$ cat src/rtl/core/crpt_pkg.sv
// Shared types and constants for the Catmull-Rom point and tangent unit.
// No dependencies; imported by the front, queue, back and top level.
package crpt_pkg;

   // Command codes carried on the request channel
   localparam logic CMD_PUSH = 1'b0;
   localparam logic CMD_EVAL = 1'b1;

   // Job queue between the front and the back
   localparam int QUEUE_DEPTH = 2;
   localparam int QUEUE_PTR_BITS = 1;
   localparam int QUEUE_CNT_BITS = 2;

   // Queue status seen by both sides
   typedef struct packed {
      logic full;
      logic nonempty;
   } q_flags_type;

endpackage

$ cat src/rtl/core/crpt_front.sv
// Front end: holds the control-point window and the mode register, and turns
// each evaluate beat into a job for the queue. Depends on crpt_pkg.
module crpt_front #(
   parameter int COORD_BITS = 24,
   parameter int PARAM_BITS = 16,
   parameter int JOB_BITS   = 12 * 24 + 16 + 1
) (
   input  logic                         clock,
   input  logic                         reset,
   input  logic                         csr_wr_en,
   input  logic                         csr_wr_data,
   input  logic                         req_valid,
   output logic                         req_ready,
   input  logic                         req_command,
   input  logic signed [COORD_BITS-1:0] req_point_x,
   input  logic signed [COORD_BITS-1:0] req_point_y,
   input  logic signed [COORD_BITS-1:0] req_point_z,
   input  logic        [PARAM_BITS-1:0] req_param_t,
   input  crpt_pkg::q_flags_type        q_flags,
   output logic                         q_push,
   output logic        [JOB_BITS-1:0]   q_job
);
   import crpt_pkg::*;

   logic signed [COORD_BITS-1:0] window_ff [4][3];
   logic signed [COORD_BITS-1:0] window_in [4][3];
   logic                         mode_ff;
   logic                         mode_in;
   logic                         accept;

   assign req_ready = !q_flags.full;
   assign accept    = req_valid && req_ready;

   always_comb begin
      mode_in   = csr_wr_en ? csr_wr_data : mode_ff;
      window_in = window_ff;
      q_push    = 1'b0;
      if (accept) begin
         case (req_command)
            CMD_PUSH: begin
               // drop the oldest point, shift the new one in at the newest end
               for (int i = 0; i < 3; i++) begin
                  window_in[i] = window_ff[i+1];
               end
               window_in[3][0] = req_point_x;
               window_in[3][1] = req_point_y;
               window_in[3][2] = req_point_z;
            end
            CMD_EVAL: q_push = 1'b1;
            default:  q_push = 1'b0;
         endcase
      end
   end

   // job: window snapshot, then t, then mode on top
   always_comb begin
      q_job = '0;
      for (int p = 0; p < 4; p++) begin
         for (int a = 0; a < 3; a++) begin
            q_job[(p*3+a)*COORD_BITS +: COORD_BITS] = window_ff[p][a];
         end
      end
      q_job[12*COORD_BITS +: PARAM_BITS] = req_param_t;
      q_job[JOB_BITS-1]                  = mode_ff;
   end

   always_ff @(posedge clock) begin
      if (reset) begin
         mode_ff <= 1'b1;
         for (int p = 0; p < 4; p++) begin
            for (int a = 0; a < 3; a++) begin
               window_ff[p][a] <= '0;
            end
         end
      end else begin
         mode_ff   <= mode_in;
         window_ff <= window_in;
      end
   end

endmodule

$ cat config.mk
export PLATFORM = sky130hd
export DESIGN_NAME = crpt_front
export DESIGN_NICKNAME = d
export VERILOG_FILES = /design/src/rtl/core/crpt_pkg.sv /design/src/rtl/core/crpt_front.sv
export SDC_FILE = /design/constraint.sdc
export NUM_CORES = 1
export LEC_CHECK = 0
export ABC_AREA = 0
export BUFFER_PORTS_ARGS = -buffer_cell sky130_fd_sc_hd__clkbuf_2
export CAP_MARGIN = 20
export CORE_AREA = 5 5 172 174
export CTS_CLUSTER_SIZE = 14
export DETAILED_ROUTE_END_ITERATION = 6
export DIE_AREA = 0 0 177 179
export GPL_TIMING_DRIVEN = 0
export PLACE_DENSITY = 0.79
export SYNTH_ARGS = -nofsm -noshare
export SYNTH_HDL_FRONTEND = slang
export SYNTH_SLANG_ARGS = --single-unit
export TNS_END_PERCENT = 1
$ cat constraint.sdc
create_clock -name clock -period 1.5 [get_ports clock]
set_clock_uncertainty 0.05 [all_clocks]
set_input_delay 0.15 -clock clock [delete_from_list [all_inputs] [get_ports clock]]
set_output_delay 0.15 -clock clock [all_outputs]
set_load 0.02 [all_outputs]
==> results.sh <==
export IMPL_die_w_um=177
export IMPL_grtUsageTotal_pct=21.7
export IMPL_finish_instance_area_mm2=0.0161
export IMPL_fmax_mhz=714
export IMPL_leakage_nw=6.73
export IMPL_coreArea_mm2=0.0276
export IMPL_grt_pass1_vias=9759
export IMPL_viasPerCell=4.85
export IMPL_htreeDepth=1
export IMPL_ys_seq_area_share_pct=48.9
export IMPL_grt_max_degree=15
export IMPL_fp_dieH_um=179
export IMPL_drt_first_pass_iters=5
export IMPL_fin_crit_ns=1.40
export IMPL_vdd_drop_max_mv=0.706
export IMPL_fin_total_pwr_mw=17.3
export IMPL_syn_area_mm2=0.0118
export IMPL_rsz0062_at_grt="no"
export IMPL_area_growth_pct=35.6
export IMPL_cp_arrival_ns=1.77
export IMPL_wl_um=35700
export IMPL_mostFrequentLayoutCell="clkbuf_2"
export IMPL_path_max_fanout=2
export IMPL_fin_tns_setup_ns=0
export IMPL_drv_slew=0
export IMPL_synth_fp_nets=1129
export IMPL_hold_slack_ns=0.128
export IMPL_finalNetCount=1619
export IMPL_cts_resized=0
export IMPL_num_vias=9331
export IMPL_dpl_cell_area_mm2=0.0142
export IMPL_r2r_setup_slack_ns=0.1
export IMPL_num_fill_cells=2311
export IMPL_path_class="reg -> reg"
export IMPL_ys_warn_count=0
export IMPL_start_util_pct=42.9
export IMPL_routabilityCongestion=0.854
export IMPL_power_density_mw_per_mm2=1080
export IMPL_period_share_pct=93.4
export IMPL_max_cap_viol_count=0
export IMPL_clkSinkCount=289
export IMPL_whs_path_depth=4
export IMPL_drt_iter0_drc=403
export IMPL_dp_cells=1795
export IMPL_hold_viol=0
export IMPL_tritoncts_num_buffers=30
export IMPL_ys_ff_latch=289
export IMPL_start_kind="register"
export IMPL_clk_latency_ns=0.54
export IMPL_grt_pass1_wl_um=54800
export IMPL_avgSynthCellArea_um2=11.5
export IMPL_setup_viol=0
export IMPL_place_hpwl_um=25900
export IMPL_die_area_mm2=0.0317
export IMPL_root_buffer="clkbuf_16"
export IMPL_gr_total_overflow=0
export IMPL_clockBufferDepth=3
export IMPL_reg2reg_depth=3
export IMPL_finalNonFillerCells=1923
export IMPL_io_pins=403
export IMPL_slew_headroom_pct=61.3
export IMPL_worstMarginPinSlew_ns=0.581
export IMPL_cts_tree="yes"
export IMPL_layout_drive_gt1_share_pct=31.6
export IMPL_cts_clk_slew_worst_paths_ns=0.06
export IMPL_final_antenna_net_count=0
export IMPL_syn_instance_count=1033
export IMPL_std_cell_rows=61
export IMPL_end_kind="register"
export IMPL_final_cell_mix="clkbuf_2 (384), nand2b_1 (360), dfxtp_1 (289)"
export IMPL_io_buffers=384
export IMPL_antenna_found_initial=2
export IMPL_postCtsSetupRepairBufs=0
export IMPL_synth_distinct_cells=15
export IMPL_drc=0
export IMPL_wl_per_cell_um=18.6
export IMPL_cp_required_ns=1.87
export IMPL_min_path_type="in -> reg"
export IMPL_outcome="complete, no violations"
==> synthesized netlist by cell type <==
master | n | area (µm²)
inv_1 | 1 | 3.75
mux2i_1 | 288 | 2880
and3_1 | 1 | 6.26
a211o_1 | 1 | 8.76
dfxtp_1 | 289 | 5790
clkbuf_1 | 35 | 131
or3b_1 | 1 | 8.76
nor3b_2 | 1 | 12.5
buf_2 | 6 | 30.0
buf_8 | 7 | 105
buf_4 | 18 | 135
buf_6 | 1 | 11.3
nor2b_1 | 1 | 6.26
nand2b_1 | 360 | 2250
buf_12 | 23 | 460
==> state kept, by name (all words and copies together), names as in the netlist <==
signal	cells
mode_ff	1
q_job	288
==> kinds of logic after synthesis <==
group,count (synthesis),share of synthesized area (%)
AO/OA/AOI/OAI,1,0.0740
AND/OR/NAND/NOR,364,19.3
flip-flops,289,48.9
multiplexers,288,24.3
buffers and inverters,91,7.41
==> per-layer routing <==
layer / up-vias / routed length (µm) / track usage [%]
met5: - / 0 / 0
met3: 118 / 1960 / 3.80
met2: 341 / 17300 / 37.2
li1: 4412 / - / -
met1: 4460 / 14600 / 26.5
met4: 0 / 1850 / 10.2
==> area by class of cell <==
type	instances	area (µm²)	share of cell area [%]
tap	378	473	2.95
clock inverter	7	160	0.997
sequential	289	5790	36.0
antenna	2	5.00	0.0312
timing repair buffer	458	2660	16.6
clock buffer	45	918	5.72
inverter	1	3.75	0.0234
multi-input combinational	653	5180	32.2
buffer	90	873	5.44
==> power breakdown <==
group	switching, mW	leakage [nW]	total [mW]	internal, mW
sequential	0.0497	2.33	7.81	7.76
combinational	0.713	3.87	1.45	0.733
clock	2.99	0.531	8.03	5.04
==> timing repair <==
item                                    4_1_cts  5_1_grt
endpoints found under the hold margin        73        0
endpoints found under the setup margin        0        0
hold buffers                                 74        0
==> path summary, 6_finish.rpt <==
path	start	to
setup / recovery	mode_ff	mode_ff
hold / removal	req_command	q_job[19]
setup reg to reg	mode_ff	mode_ff
hold reg to reg	q_job[47]	q_job[47]
==> worst max-delay path: stages (launching register included) <==
cell           delay [ns]
dfxtp_1              0.31
nor2b_1              0.13
a211o_1              0.23
dlygate4sd3_1        0.57
==> through the flow <==
stage | utilization [%] | setup slack [ns]
2_1_floorplan | - | 0.434
5_1_grt | 58.1 | 0.0668
6_report | 58.1 | 0.0990
4_1_cts | 58.1 | 0.150
3_5_place_dp | 51.5 | -0.361
3_3_place_gp | 51.5 | -0.338
No activity file was read; power rests on OpenSTA's default activity.
