==> config.mk <==
export PLATFORM = sky130hd
export DESIGN_NAME = crpt_queue
export DESIGN_NICKNAME = d
export VERILOG_FILES = /design/src/rtl/core/crpt_pkg.sv /design/src/rtl/core/crpt_queue.sv
export SDC_FILE = /design/constraint.sdc
export NUM_CORES = 1
export LEC_CHECK = 0
export BUFFER_PORTS_ARGS = -buffer_cell sky130_fd_sc_hd__buf_2
export CAP_MARGIN = 20
export CORE_AREA = 2 2 239 241
export DETAILED_ROUTE_END_ITERATION = 10
export DIE_AREA = 0 0 241 243
export HOLD_SLACK_MARGIN = 0.05
export PLACE_DENSITY = 0.65
export SLEW_MARGIN = 10
export SYNTH_ARGS = -nofsm -noshare
export SYNTH_HDL_FRONTEND = slang
export SYNTH_SLANG_ARGS = --single-unit
==> constraint.sdc <==
create_clock -name clock -period 23.2 [get_ports clock]
set_input_delay 2.32 -clock clock [delete_from_list [all_inputs] [get_ports clock]]
set_output_delay 2.32 -clock clock [all_outputs]
set_load 0.005 [all_outputs]
==> src/rtl/core/crpt_pkg.sv <==
// Shared types and constants for the Catmull-Rom point and tangent unit.
// No dependencies; imported by the front, queue, back and top level.
package crpt_pkg;

   // Command codes carried on the request channel
   localparam logic CMD_PUSH = 1'b0;
   localparam logic CMD_EVAL = 1'b1;

   // Job queue between the front and the back
   localparam int QUEUE_DEPTH = 2;
   localparam int QUEUE_PTR_BITS = 1;
   localparam int QUEUE_CNT_BITS = 2;

   // Queue status seen by both sides
   typedef struct packed {
      logic full;
      logic nonempty;
   } q_flags_type;

endpackage

==> src/rtl/core/crpt_queue.sv <==
// Two-entry job queue that decouples the front end from the evaluator.
// Depends on crpt_pkg for depth and status type.
module crpt_queue #(
   parameter int WIDTH = 305
) (
   input  logic                  clock,
   input  logic                  reset,
   input  logic                  push,
   input  logic [WIDTH-1:0]      push_data,
   input  logic                  pop,
   output logic [WIDTH-1:0]      pop_data,
   output crpt_pkg::q_flags_type flags
);
   import crpt_pkg::*;

   logic [WIDTH-1:0]          entry_ff [QUEUE_DEPTH];
   logic [QUEUE_PTR_BITS-1:0] wr_ptr_ff;
   logic [QUEUE_PTR_BITS-1:0] wr_ptr_in;
   logic [QUEUE_PTR_BITS-1:0] rd_ptr_ff;
   logic [QUEUE_PTR_BITS-1:0] rd_ptr_in;
   logic [QUEUE_CNT_BITS-1:0] count_ff;
   logic [QUEUE_CNT_BITS-1:0] count_in;
   logic                      do_push;
   logic                      do_pop;

   assign flags.full     = (count_ff == QUEUE_CNT_BITS'(QUEUE_DEPTH));
   assign flags.nonempty = (count_ff != '0);
   assign do_push        = push && !flags.full;
   assign do_pop         = pop && flags.nonempty;
   assign pop_data       = entry_ff[rd_ptr_ff];

   always_comb begin
      wr_ptr_in = do_push ? wr_ptr_ff + 1'b1 : wr_ptr_ff;
      rd_ptr_in = do_pop ? rd_ptr_ff + 1'b1 : rd_ptr_ff;
      count_in  = count_ff;
      if (do_push && !do_pop) begin
         count_in = count_ff + 1'b1;
      end else if (do_pop && !do_push) begin
         count_in = count_ff - 1'b1;
      end
   end

   always_ff @(posedge clock) begin
      if (do_push) begin
         entry_ff[wr_ptr_ff] <= push_data;
      end
   end

   always_ff @(posedge clock) begin
      if (reset) begin
         wr_ptr_ff <= '0;
         rd_ptr_ff <= '0;
         count_ff  <= '0;
      end else begin
         wr_ptr_ff <= wr_ptr_in;
         rd_ptr_ff <= rd_ptr_in;
         count_ff  <= count_in;
      end
   end

endmodule

==> flow_summary.ini, run 1 <==
[critical_path]
crit_path_end = pop_data[172]
cp.required_ps = 20880
crit_type = flop to primary output
regToRegEndpoint = entry_ff[1][86]
reg2reg_slack_ps = 19660
endpoint_kind = primary output
r2r_cells = 5
arrival_ps = 4660
worstSetupStartpointType = flop
r2r-start = count_ff[0]
crit_fanout = 57

[floorplan]
die_x_um = 241
core-area_mm2 = 0.0560
rows = 87
start_util_pct = 41.6
die_y_um = 243
dieArea_mm2 = 0.0586
io_pins = 616

[timing]
grt_setup_unrepaired = no
clock.fmax_ghz = 0.143
slew_viol_final = 0
setup-violations-final = 0
period_needed_ps = 6980
fin_skew_ps = 26.2
fin_crit_sh_pct = 30.1
slew_headroom_pct = 16.2
tightest_slew_ps = 1260
hold_viol_final = 0
fin_setup_tns_ps = 0

[power]
peakVddDrop_mv = 0.0675
p_leak_nw = 11.3
power_density_mw_per_mm2 = 111
clockPowerShare_pct = 31.2
combPwrFrac_pct = 23.9
swShare_pct = 25.1
power.share.sequential_pct = 44.9
p_int_w = 0.00242
p_sw_w = 0.000811
finalPower_w = 0.00323

[routing]
avgRoutedWirePerCell_um = 21.0
dr.pass1.iters = 4
via_count = 11553
drcViolationCount = 0
vias_per_cell = 4.73
ant_nets = 0
dr.first_iter.drc_count = 576
wl_mm = 51.2

[global_route]
grt_pass1_wl_mm = 73.6
grt_pass1_vias = 11828
grt_overflow_total = 0
grt_use_total_pct = 16.8
antenna_found_initial = 13
grt_max_degree = 177

[cts]
cts_root_buf = clkbuf_16
tritoncts = yes
cts_resized = 0
clk_pin_slew_ps = 70
h-tree-depth = 2
postCtsHoldBufs = 0
post-cts-setup-buffers = 0
cts-buffers-inserted = 61
clkLatencyLatePin_ps = 610
cts.sinks = 615
clk_path_buf_depth = 3

[finish]
synthToLayoutAreaGrowth_pct = 25.2
nets = 1938
drive_gt1_share_pct = 60.9

[synthesis]
syn_inst = 974
yosysWarningCount = 0
synth_mux_area_share_pct = 18.8
synth_compound_area_share_pct = 0.108
yosysTopAreaCell = edfxtp_1
synth-seq-cells = 615
netlist_area_mm2 = 0.0233
synthDistinctLibCells = 16
synth_area_leaders = edfxtp_1 79%, mux2_4 16%, mux2_2 2.7%
synth-xor-area-share_pct = 0.113
synthSimpleGateAreaFrac_pct = 0.199
synth-adder-area-share_pct = 0.0538
yosys.area.top_type_share_pct = 78.8
syn_avg_cell_area_um2 = 23.9
synth_top_family_by_area = multiplexers
synthesis.nets = 1284
yosysSeqAreaShare_pct = 79.2

[min_path]
worst_hold_startpoint = wr_ptr_ff
hold_path.class = flop to flop

[outcome]
outcome = complete, no violations

[place]
port_buffers = 615
gp_congestion = 0.848
dpl.hpwl_mm = 36.0

[flow_run]
maxCapViolations = 0
routing by layer:
layer | track usage [%] | up-vias | routed length [µm]
met3 | 4.96 | 75 | 3790
met1 | 19.9 | 5857 | 19600
met2 | 29.6 | 393 | 26700
met5 | 0 | - | 56
met4 | 4.76 | 10 | 1070
li1 | - | 5218 | -
sequential cells by signal (all words and copies together) (netlist names), named ones only:
register,count
wr_ptr_ff,1
entry_ff,610
count_ff,2
rd_ptr_ff,1
logic make-up (layout without fill, tap and decap cells):
| logic type | count (synthesis) | after routing |
|---|---|---|
| flops | 615 | 615 |
| buf+inv | 36 | 743 |
| other cells | 0 | 6 |
| mux | 305 | 305 |
| simple gates | 9 | 9 |
| compound gates | 5 | 5 |
| fa+ha+maj | 1 | 1 |
| xor+xnor | 3 | 3 |
how the worst min path moves through the flow:
stage	end	slack [ps]	cells after the start
global placement	wr_ptr_ff	470	2
floorplan	wr_ptr_ff	450	2
global route	rd_ptr_ff	540	2
detailed placement	wr_ptr_ff	480	2
CTS	wr_ptr_ff	490	2
finish	wr_ptr_ff	490	2
synth_stat cells:
| master | number |
|---|---|
| inv_1 | 2 |
| and2_1 | 1 |
| or3_1 | 2 |
| nor2b_1 | 1 |
| mux2_2 | 55 |
| a21oi_1 | 2 |
| mux2_4 | 250 |
| nor2_1 | 4 |
| buf_6 | 29 |
| edfxtp_1 | 610 |
| dfxtp_1 | 5 |
| or2_2 | 1 |
| xor2_1 | 3 |
| ha_1 | 1 |
| buf_2 | 5 |
| o21ai_0 | 3 |
final cells by class:
type / count / area (µm²)
diodes: 6 / 15.0
clock buffers: 72 / 1610
clock inverters: 44 / 465
fillers: 4583 / 26800
inverters: 2 / 15.0
multi-input cells: 323 / 4490
flip-flops and latches: 615 / 18400
well taps: 756 / 946
repair buffers: 625 / 3170
power groups by stage:
stage / Clock (W) / Combinational, W / Sequential (W)
floorplan: 0 / 0.000514 / 0.00149
global placement: 0 / 0.000783 / 0.00147
detailed placement: 0 / 0.000786 / 0.00147
CTS: 0.00103 / 0.000789 / 0.00145
global route: 0.00107 / 0.000826 / 0.00146
finish: 0.00101 / 0.000772 / 0.00145
placed cells by master, fill, tap and decap left out, types with 2 or more instances in the layout:
master and instances:
edfxtp_1 610, dfxtp_1 4, buf_2 615, buf_4 9, or3_1 2, clkinvlp_4 4, nor2_1 4, clkbuf_16 63
clkbuf_1 9, mux2_4 250, clkinv_2 10, diode_2 6, bufinv_16 10, o21ai_0 3, clkinv_1 18, xor2_1 3
a21oi_1 2, mux2_2 55
worst max-delay path: stages, from the launching register on:
cell and delay, ps:
dfxtp_4 880, buf_4 830, buf_4 790, buf_4 860
mux2_4 350, buf_2 130
per-stage QoR:
step / area, µm² / utilization, % / hold slack (ps) / instances / setup slack [ps]
floorplan: 23300 / - / 452 / 974 / 13060
detailed placement: 27000 / 48.3 / 484 / 2321 / 16830
CTS: 29100 / 52.0 / 494 / 2437 / 16160
finish: 29100 / 52.1 / 491 / 2443 / 16220
global placement: 27000 / 48.3 / 470 / 2321 / 16870
global route: 29100 / 52.0 / 536 / 2442 / 15950
Note: power is estimated with default switching activity, not from simulation.
==> run 2: changes to the inputs <==
--- a/config.mk
+++ b/config.mk
@@ -7,11 +7,11 @@
 export LEC_CHECK = 0
 export BUFFER_PORTS_ARGS = -buffer_cell sky130_fd_sc_hd__buf_2
 export CAP_MARGIN = 20
-export CORE_AREA = 2 2 239 241
+export CORE_AREA = 2 2 237 239
 export DETAILED_ROUTE_END_ITERATION = 10
-export DIE_AREA = 0 0 241 243
+export DIE_AREA = 0 0 239 241
 export HOLD_SLACK_MARGIN = 0.05
-export PLACE_DENSITY = 0.65
+export PLACE_DENSITY = 0.69
 export SLEW_MARGIN = 10
 export SYNTH_ARGS = -nofsm -noshare
 export SYNTH_HDL_FRONTEND = slang
==> constraint.sdc (replaced) <==
create_clock -name clock -period 5.8 [get_ports clock]
set_input_delay 0.58 -clock clock [delete_from_list [all_inputs] [get_ports clock]]
set_output_delay 0.58 -clock clock [all_outputs]
set_load 0.005 [all_outputs]
==> flow_summary.ini, run 2 (same netlist as run 1, synthesis figures left out) <==
[routing]
avgRoutedWirePerCell_um = 20.9
ant_nets = 0
via_count = 11475
wl_mm = 50.0
dr.max_layer_used = met5
dr.pass1.iters = 4
met3_length_mm = 3.82
met1Wirelength_mm = 18.3
dr.first_iter.drc_count = 556
vias_per_cell = 4.79
wl_met2_mm = 26.3
drcViolationCount = 0

[finish]
largest_register_ffs = 610
fill_cells = 4395
largest_register = entry_ff
synthToLayoutAreaGrowth_pct = 24.7
layout_common_cells = 615 x buf_2, 610 x edfxtp_1, 250 x mux2_4
final_common_cell = buf_2
drive_gt1_share_pct = 60.4
fin_cells = 2396
nets = 1938
top_regs = entry_ff: 610 flops, count_ff: 2 flops

[timing]
clock.fmax_ghz = 0.292
slew_headroom_pct = 30.0
fin_crit_sh_pct = 59.0
slew_viol_final = 0
grt_setup_unrepaired = no
fin_ws_ps = 2380
period_needed_ps = 3420
whs_ps = 156
fin_skew_ps = 28.1
hold_viol_final = 0
tightest_slew_ps = 1050
fin_setup_tns_ps = 0
setup-violations-final = 0

[power]
power_density_mw_per_mm2 = 438
finalPower_w = 0.0127
p_leak_nw = 11.2
peakVddDrop_mv = 0.385

[critical_path]
endpoint_kind = primary output
cp_num_buf_inv = 2
cp.required_ps = 5220
cp_top_family = flip-flops
cp_slowest_stage_delay_ps = 990
crit_chain = buf_12 -> mux2_4 -> buf_2
crit_fanout = 87
worstSetupStartpointType = flop
arrival_ps = 2840
crit_slowest_cell = dfxtp_4
crit_type = flop to primary output

[cts]
clk_path_buf_depth = 3
clk_pin_slew_ps = 60
cts_resized = 0
cts.sinks = 615
post-cts-setup-buffers = 0
cts-buffers-inserted = 61
clkLatencyLatePin_ps = 610
postCtsHoldBufs = 0
cts_root_buf = clkbuf_16
tritoncts = yes
h-tree-depth = 2

[floorplan]
io_pins = 616
dieArea_mm2 = 0.0576
die_y_um = 241
rows = 86
core-area_mm2 = 0.0549
die_x_um = 239
start_util_pct = 42.4

[place]
port_buffers = 615
dpl.hpwl_mm = 34.6
numPlacedInstances = 2269
gp_congestion = 0.822
post-place-ws_ps = 2980

[min_path]
hold_path.class = input pin to flop

[flow_run]
maxCapViolations = 0

[outcome]
outcome = complete, no violations

[global_route]
antenna_found_initial = 21
grt_pass1_vias = 11698
grt_max_degree = 162
grt_overflow_total = 0
grt_use_total_pct = 16.2
grt_pass1_wl_mm = 69.4
==> run 2: cell types whose count changed in the layout (fill, tap and decap cells not counted), sizes merged <==
cell / before / now
clkinv: 29 / 21
diode: 6 / 16
clkinvlp: 4 / 1
bufinv: 10 / 7
inv: 3 / 4
clkbuf: 72 / 80
==> run 2: path summary, 6_finish.rpt <==
kind / from / end / slack (ps) / cells past startpoint
max: flop / pop_data[271] / 2380 / 3
max reg2reg: count_ff[0] / entry_ff[0][153] / 3200 / 4
min reg2reg: wr_ptr_ff / wr_ptr_ff / 500 / 2
min: push_data[8] / entry_ff[0][8] / 160 / 1
==> run 2: final cells by class <==
class	count	area (µm²)	area share (%)
Antenna cell	16	40.0	0.138
Clock buffer	80	1600	5.51
Clock inverter	31	337	1.16
Inverter	2	11.3	0.0388
Multi-Input combinational cell	323	4490	15.5
Sequential cell	615	18400	63.5
Tap cell	704	881	3.04
Timing Repair Buffer	625	3230	11.1
==> run 2: per-layer routing <==
layer	global-route usage, %	up-vias
met1	18.0	5728
met3	5.33	109
met5	0	-
met2	28.4	410
met4	6.88	10
li1	-	5218
==> run 2: stage by stage <==
stage	util (%)	area, µm²
4_1_cts	52.8	29000
6_report	52.8	29000
2_1_floorplan	-	23300
3_5_place_dp	49.2	27000
5_1_grt	52.8	29000
3_3_place_gp	49.2	27000
==> run 2: power breakdown <==
part	switching, W	total [W]	internal (W)	leakage, nW
clock	0.00158	0.00382	0.00224	0.939
combinational	0.00142	0.00308	0.00166	4.54
sequential	0.000210	0.00580	0.00560	5.74
total	0.00320	0.0127	0.00949	11.2
==> run 2: worst reg2reg max path: cells and delay by family, from the launching register on <==
kind | cells | cell delay, ps
flip-flops | 1 | 400
buffers and inverters | 2 | 1030
AND/OR/NAND/NOR | 2 | 470
